===== src/hdl/wsg8_pkg.sv =====
// Package for the eight-voice wavetable sound generator.
// Holds the command codes, the controller states, the controller-to-datapath bundles and
// shared constants. It depends on nothing else.
package wsg8_pkg;

    typedef enum logic [1:0] {
        CMD_REG_WRITE  = 2'd0,
        CMD_REG_READ   = 2'd1,
        CMD_WAVE_WRITE = 2'd2,
        CMD_TICK       = 2'd3
    } cmd_t;

    typedef enum logic [2:0] {
        ST_IDLE,
        ST_RD_WAIT,
        ST_V_SEL,
        ST_V_WAVE,
        ST_V_NOISE,
        ST_V_LFSR,
        ST_T_DONE
    } state_t;

    localparam logic [1:0] CFG_STEREO = 2'd0;
    localparam logic [1:0] CFG_MUTE   = 2'd1;
    localparam logic [1:0] CFG_FRAC   = 2'd2;

    localparam logic [2:0] SLOT_LVOL  = 3'd0;
    localparam logic [2:0] SLOT_FHI   = 3'd1;
    localparam logic [2:0] SLOT_FMID  = 3'd2;
    localparam logic [2:0] SLOT_FLO   = 3'd3;
    localparam logic [2:0] SLOT_RVOL  = 3'd4;
    localparam logic [2:0] SLOT_POS   = 3'd5;

    localparam logic [17:0] LFSR_TAPS = 18'h28000;
    localparam logic [4:0]  FRAC_RESET = 5'd18;

    typedef struct packed {
        logic accept;
        logic load_read;
        logic load_tick;
        logic wave_acc;
        logic noise_acc;
        logic lfsr_step;
        logic advance;
    } dp_cmd_t;

    typedef struct packed {
        logic skip;
        logic noise;
        logic hold_zero;
        logic cnt_zero;
        logic last_voice;
        logic out_free;
    } dp_stat_t;

endpackage


===== src/hdl/wsg8_ctrl.sv =====
// Controller state machine of the sound generator: sequences requests and the voice walk.
// Depends on wsg8_pkg.
module wsg8_ctrl (
    input  logic               clk,
    input  logic               rst_n,
    input  logic               in_valid,
    output logic               in_ready,
    input  logic [1:0]         command,
    input  wsg8_pkg::dp_stat_t stat,
    output wsg8_pkg::dp_cmd_t  ctl
);
    wsg8_pkg::state_t state_reg, state_next;

    always_ff @(posedge clk or negedge rst_n)
    begin
        if (!rst_n)
        begin
            state_reg <= wsg8_pkg::ST_IDLE;
        end
        else
        begin
            state_reg <= state_next;
        end
    end

    always_comb
    begin
        state_next = state_reg;
        ctl = '0;
        in_ready = 1'b0;
        unique case (state_reg)
            wsg8_pkg::ST_IDLE:
            begin
                in_ready = 1'b1;
                if (in_valid)
                begin
                    ctl.accept = 1'b1;
                    if (command == wsg8_pkg::CMD_REG_READ)
                    begin
                        state_next = wsg8_pkg::ST_RD_WAIT;
                    end
                    else if (command == wsg8_pkg::CMD_TICK)
                    begin
                        state_next = wsg8_pkg::ST_V_SEL;
                    end
                end
            end
            wsg8_pkg::ST_RD_WAIT:
            begin
                if (stat.out_free)
                begin
                    ctl.load_read = 1'b1;
                    state_next = wsg8_pkg::ST_IDLE;
                end
            end
            wsg8_pkg::ST_V_SEL:
            begin
                if (stat.skip)
                begin
                    if (stat.last_voice)
                    begin
                        state_next = wsg8_pkg::ST_T_DONE;
                    end
                    else
                    begin
                        ctl.advance = 1'b1;
                    end
                end
                else if (stat.noise)
                begin
                    state_next = wsg8_pkg::ST_V_NOISE;
                end
                else
                begin
                    state_next = wsg8_pkg::ST_V_WAVE;
                end
            end
            wsg8_pkg::ST_V_WAVE:
            begin
                ctl.wave_acc = 1'b1;
                if (stat.last_voice)
                begin
                    state_next = wsg8_pkg::ST_T_DONE;
                end
                else
                begin
                    ctl.advance = 1'b1;
                    state_next = wsg8_pkg::ST_V_SEL;
                end
            end
            wsg8_pkg::ST_V_NOISE:
            begin
                ctl.noise_acc = 1'b1;
                if (!stat.hold_zero)
                begin
                    if (stat.last_voice)
                    begin
                        state_next = wsg8_pkg::ST_T_DONE;
                    end
                    else
                    begin
                        ctl.advance = 1'b1;
                        state_next = wsg8_pkg::ST_V_SEL;
                    end
                end
                else
                begin
                    state_next = wsg8_pkg::ST_V_LFSR;
                end
            end
            wsg8_pkg::ST_V_LFSR:
            begin
                if (!stat.cnt_zero)
                begin
                    ctl.lfsr_step = 1'b1;
                end
                else if (stat.last_voice)
                begin
                    state_next = wsg8_pkg::ST_T_DONE;
                end
                else
                begin
                    ctl.advance = 1'b1;
                    state_next = wsg8_pkg::ST_V_SEL;
                end
            end
            wsg8_pkg::ST_T_DONE:
            begin
                if (stat.out_free)
                begin
                    ctl.load_tick = 1'b1;
                    state_next = wsg8_pkg::ST_IDLE;
                end
            end
            default:
            begin
                state_next = wsg8_pkg::ST_IDLE;
            end
        endcase
    end
endmodule


===== config.mk =====
export PLATFORM = sky130hd
export DESIGN_NAME = wsg8_ctrl
export DESIGN_NICKNAME = d
export VERILOG_FILES = /design/src/hdl/wsg8_pkg.sv /design/src/hdl/wsg8_ctrl.sv
export SDC_FILE = /design/constraint.sdc
export NUM_CORES = 1
export LEC_CHECK = 0
export ABC_CLOCK_PERIOD_IN_PS = 1550
export CAP_MARGIN = 25
export CORE_AREA = 5 5 42 44
export CTS_CLUSTER_SIZE = 24
export DETAILED_ROUTE_END_ITERATION = 8
export DIE_AREA = 0 0 47 49
export DONT_BUFFER_PORTS = 1
export SETUP_SLACK_MARGIN = 0.15
export SYNTH_ARGS = -nofsm -noshare
export SYNTH_HDL_FRONTEND = slang
export SYNTH_SLANG_ARGS = --single-unit

===== constraint.sdc =====
create_clock -name clk -period 1.55 [get_ports clk]
set_clock_uncertainty 0.2 [all_clocks]
set_input_delay 0.31 -clock clk [delete_from_list [all_inputs] [get_ports clk]]
set_output_delay 0.31 -clock clk [all_outputs]
set_load 0.01 [all_outputs]

== After elaboration in Yosys (flattened, before gate mapping) ==
Cells that the tools add are included.

* Register bits after elaboration: 3
* Output and inout bits: 8
* Logic and storage cells: 43

* Equal/unequal tests: 13
* Reductions and logical operators: 3
* Multiplexer cells: 26

{| class="wikitable"
|+ Operators with widths
! operator !! count
|-
| $mux W3 || 10
|-
| $pmux W3 S6 || 1
|-
| $mux W1 || 14
|-
| $eq A3 B3 Y1 const B || 3
|-
| $eq A3 B2 Y1 const B || 2
|-
| $ne A3 B3 Y1 const B || 2
|-
| $reduce_and A5 Y1 || 1
|-
| $ne A2 B2 Y1 const B || 2
|-
| $pmux W1 S4 || 1
|-
| $eq A3 B1 Y1 const B || 1
|-
| $logic_not A3 Y1 || 1
|-
| $eq A2 B1 Y1 const B || 1
|-
| $eq A2 B2 Y1 const B || 1
|-
| $ne A2 B1 Y1 const B || 1
|-
| $reduce_or A2 Y1 || 1
|}

== Depth between registers and ports, before layout ==
* Depth in word-level cells: 5
* Gate-level depth with buffers: 5
* Gate-level depth less buffers: 4

== Worst setup path before layout ==
OpenSTA, ideal clock, no wires.

* Path kind: flip-flop to output port
* Start: register state_reg[2]
* End: output ctl[6] (netlist bit)
* Slack: -0.093 ns
* Arrival: 1.133 ns
* Stages on the path, launching flop included: 4
* Buffers on the path: 1
* Cell sequence: dfrtp_1 > buf_4 > nor3_1 > and2_1

{| class="wikitable"
|+ RTL lines
! element !! line !! text
|-
| start: declaration || wsg8_ctrl.sv:12 || <nowiki>wsg8_pkg::state_t state_reg, state_next;</nowiki>
|-
| start signal: assignment || wsg8_ctrl.sv:18 || <nowiki>state_reg <= wsg8_pkg::ST_IDLE;</nowiki>
|-
| start signal: assignment || wsg8_ctrl.sv:22 || <nowiki>state_reg <= state_next;</nowiki>
|-
| end: declaration || wsg8_ctrl.sv:10 || <nowiki>output wsg8_pkg::dp_cmd_t ctl</nowiki>
|}

==> impl_metrics.toml <==
[logic_synthesis]
synthAdderAreaFrac = 0
yosysUniqueCellTypes = 26
synth_top_flop_cell = "dfrtp_1"
netlist_area_um2 = 354
syn_inst = 50
synth_most_common_cell = "nand2_1"
netlist_top_cells_count = "nand2_1, nor2_1, dfrtp_1, nor3_1, o21ai_0"
synth-xor-area-share = 0
synthArstFlopShare = 1.00
synth_top_area_cell = "dfrtp_1"
synth.area.top_cells = "dfrtp_1, nand2_1, nor2_1"
synth_top_family_by_area = "simple AND/OR/NAND/NOR gates"
ys_seq_area_frac = 0.212
syn_nets = 61
syn_area_per_cell_um2 = 7.08
muxShareOfSynthArea = 0.0318
synth_top_area_share = 0.212
synth_compound_area_frac = 0.233
synth_seq_cells = 3
synthSimpleGateAreaFrac = 0.435
synth_edf_count = 0
synth_warnings = 0

[min_path]
hold_depth = 2
hold_path_class = "primary input to flip-flop"
holdPathEnd = "state_reg[1]"
hold_path.startpoint = "command[1]"

[sta]
fin_crit_ns = 1.75
holdWs_ns = 0.0605
worst_slew_pin_slew_ns = 0.310
layout_setup_ws_ns = -0.200
slew_headroom = 0.790
slew_violations = 0
rsz0062_at_grt = "true"
fin_crit_sh = 1.13
setup_viol = 10
max_freq_mhz = 571
finalHoldViolCount = 0

[grt]
gr-total-overflow = 0
grt_pass1_vias = 492
gr-usage-all-layers = 0.122
grt_max_degree = 9
grt_first_pass_wirelength_um = 2040
antenna_found_initial = 0

[worst_setup_path]
slowest_stage = "dfrtp_2"
critical_path_required_ns = 1.04
cp_cell_sequence = "buf_6 > buf_12 > o21ai_1 > a21oi_4"
rr_worst_depth = 4
cp.arrival_ns = 1.24
crit_path_max_fanout = 7
cp_slowest_stage_delay_ns = 0.44
r2r-start = "state_reg[0]"
r2r_slack_ns = -0.16
critPathCaptureType = "primary output"
critPathLaunchType = "flip-flop"
path_class = "flip-flop to primary output"
r2r-end = "state_reg[2]"

[floorplan]
die_w_um = 47
coreArea_um2 = 1400
start_util = 0.253
die-area_um2 = 2300
num_rows = 14
io_pins = 19
die_y_um = 49

[routing]
drtAntennaViolNets = 0
routedWlPerCell_um = 15.1
route.vias.total = 456
first_pass_iters = 2
drc = 0
routed_wl_um = 1330
via_per_inst = 5.18
drt_iter0_markers = 1

[cells_and_area]
postLayoutCoreUtil = 0.487
largest_reg_flops = 3
drive_gt1_frac = 0.639
regArea_um2 = 78.8
synthToLayoutAreaGrowth_pct = 92.6
finalNetCount = 84
final_cell_area_um2 = 682
multi_input_area_um2 = 348
diodes = 0
filler_cell_count = 150

[clocking]
clock_sinks = 3
htree_levels = 1
cts_buffers = 3
insertion_delay_ns = 0.24
cts_tree = "done"
cts-root-buf = "clkbuf_4"
clkTransAtPathRegs_ns = 0.04
clockBufferDepth = 2

[placement]
place_area_um2 = 463
dp_hpwl_um = 885
gp_congestion = 0.821
numPortBuffers = 0

[outcome]
violations = "setup timing"
outcome = "finished, violations left"

[power_and_ir_drop]
power_per_cell_area_nw_per_um2 = 1870
vdd_ir_drop_max_mv = 0.798
leakage_nw = 0.282

[flow_run]
maxCapViolCount = 0
[power breakdown]
part	internal, W	switching, W
clock	0.0000967	0.0000442
sequential	0.000118	0.0000508
combinational	0.000534	0.000431
[cell type report]
| cell class | instances | area share |
|---|---|---|
| timing repair buffer | 21 | 0.286 |
| tap | 16 | 0.0294 |
| inverter | 3 | 0.0202 |
| multi-input combinational | 41 | 0.510 |
| clock buffer | 4 | 0.0385 |
| sequential | 3 | 0.116 |
[placed cells by master, fill, tap and decap left out, types with 2 or more instances in the layout]
| master | count |
|---|---|
| nor2b_4 | 2 |
| nor4bb_1 | 2 |
| o21ai_1 | 2 |
| nor3_4 | 2 |
| nor2_2 | 2 |
| nor2_1 | 3 |
| buf_6 | 6 |
| buf_4 | 13 |
| inv_2 | 2 |
| dfrtp_2 | 3 |
| clkbuf_4 | 3 |
| o21ai_0 | 2 |
| nand2_1 | 6 |
[per-layer routing]
layer,vias to the layer above,global-route usage,share of wire
met3,3,0.0406,0.085
met2,19,0.204,0.52
met5,-,0,0
li1,225,-,-
met4,0,0.0599,0.017
met1,209,0.130,0.38
[how the worst max path moves through the flow]
stage,slack [ns],startpoint,endpoint,cells past startpoint
finish,-0.20,state_reg[0],ctl[0],4
floorplan,-0.04,state_reg[1],state_reg[2],5
detailed placement,-0.15,state_reg[0],state_reg[2],4
CTS,-0.20,state_reg[2],ctl[0],4
global route,-0.23,state_reg[0],ctl[0],4
global placement,-0.08,state_reg[0],state_reg[2],4
[critical path, delay by kind of cell, from the launching register on]
| family | cells | cell delay [ns] |
|---|---|---|
| flip-flops | 1 | 0.44 |
| AO/OA/AOI/OAI | 2 | 0.29 |
| buffers and inverters | 2 | 0.27 |
[through the flow]
step / power [W] / setup TNS (ns) / worst slack, ns / std cells
CTS: 0.00115 / -1.60 / -0.200 / 86
floorplan: 0.000543 / -0.0842 / -0.0449 / 50
detailed placement: 0.000745 / -0.381 / -0.146 / 75
global route: 0.00136 / -1.95 / -0.233 / 88
finish: 0.00128 / -1.48 / -0.200 / 88
global placement: 0.000741 / -0.242 / -0.0815 / 75
[logic make-up after synthesis]
family                 Yosys count
buffers and inverters            6
DFF                              3
and+or+nand+nor                 28
muxes                            1
AOI/OAI and AO/OA               12
[what timing repair did]
action                                  4_1_cts  5_1_grt
setup buffers                                 6        2
hold buffers                                  1        0
endpoints found under the setup margin       11       11
gates resized for setup                      22        8
pin swaps                                    10        3
endpoints found under the hold margin         3        0
Power figures use the tool's default switching activity.
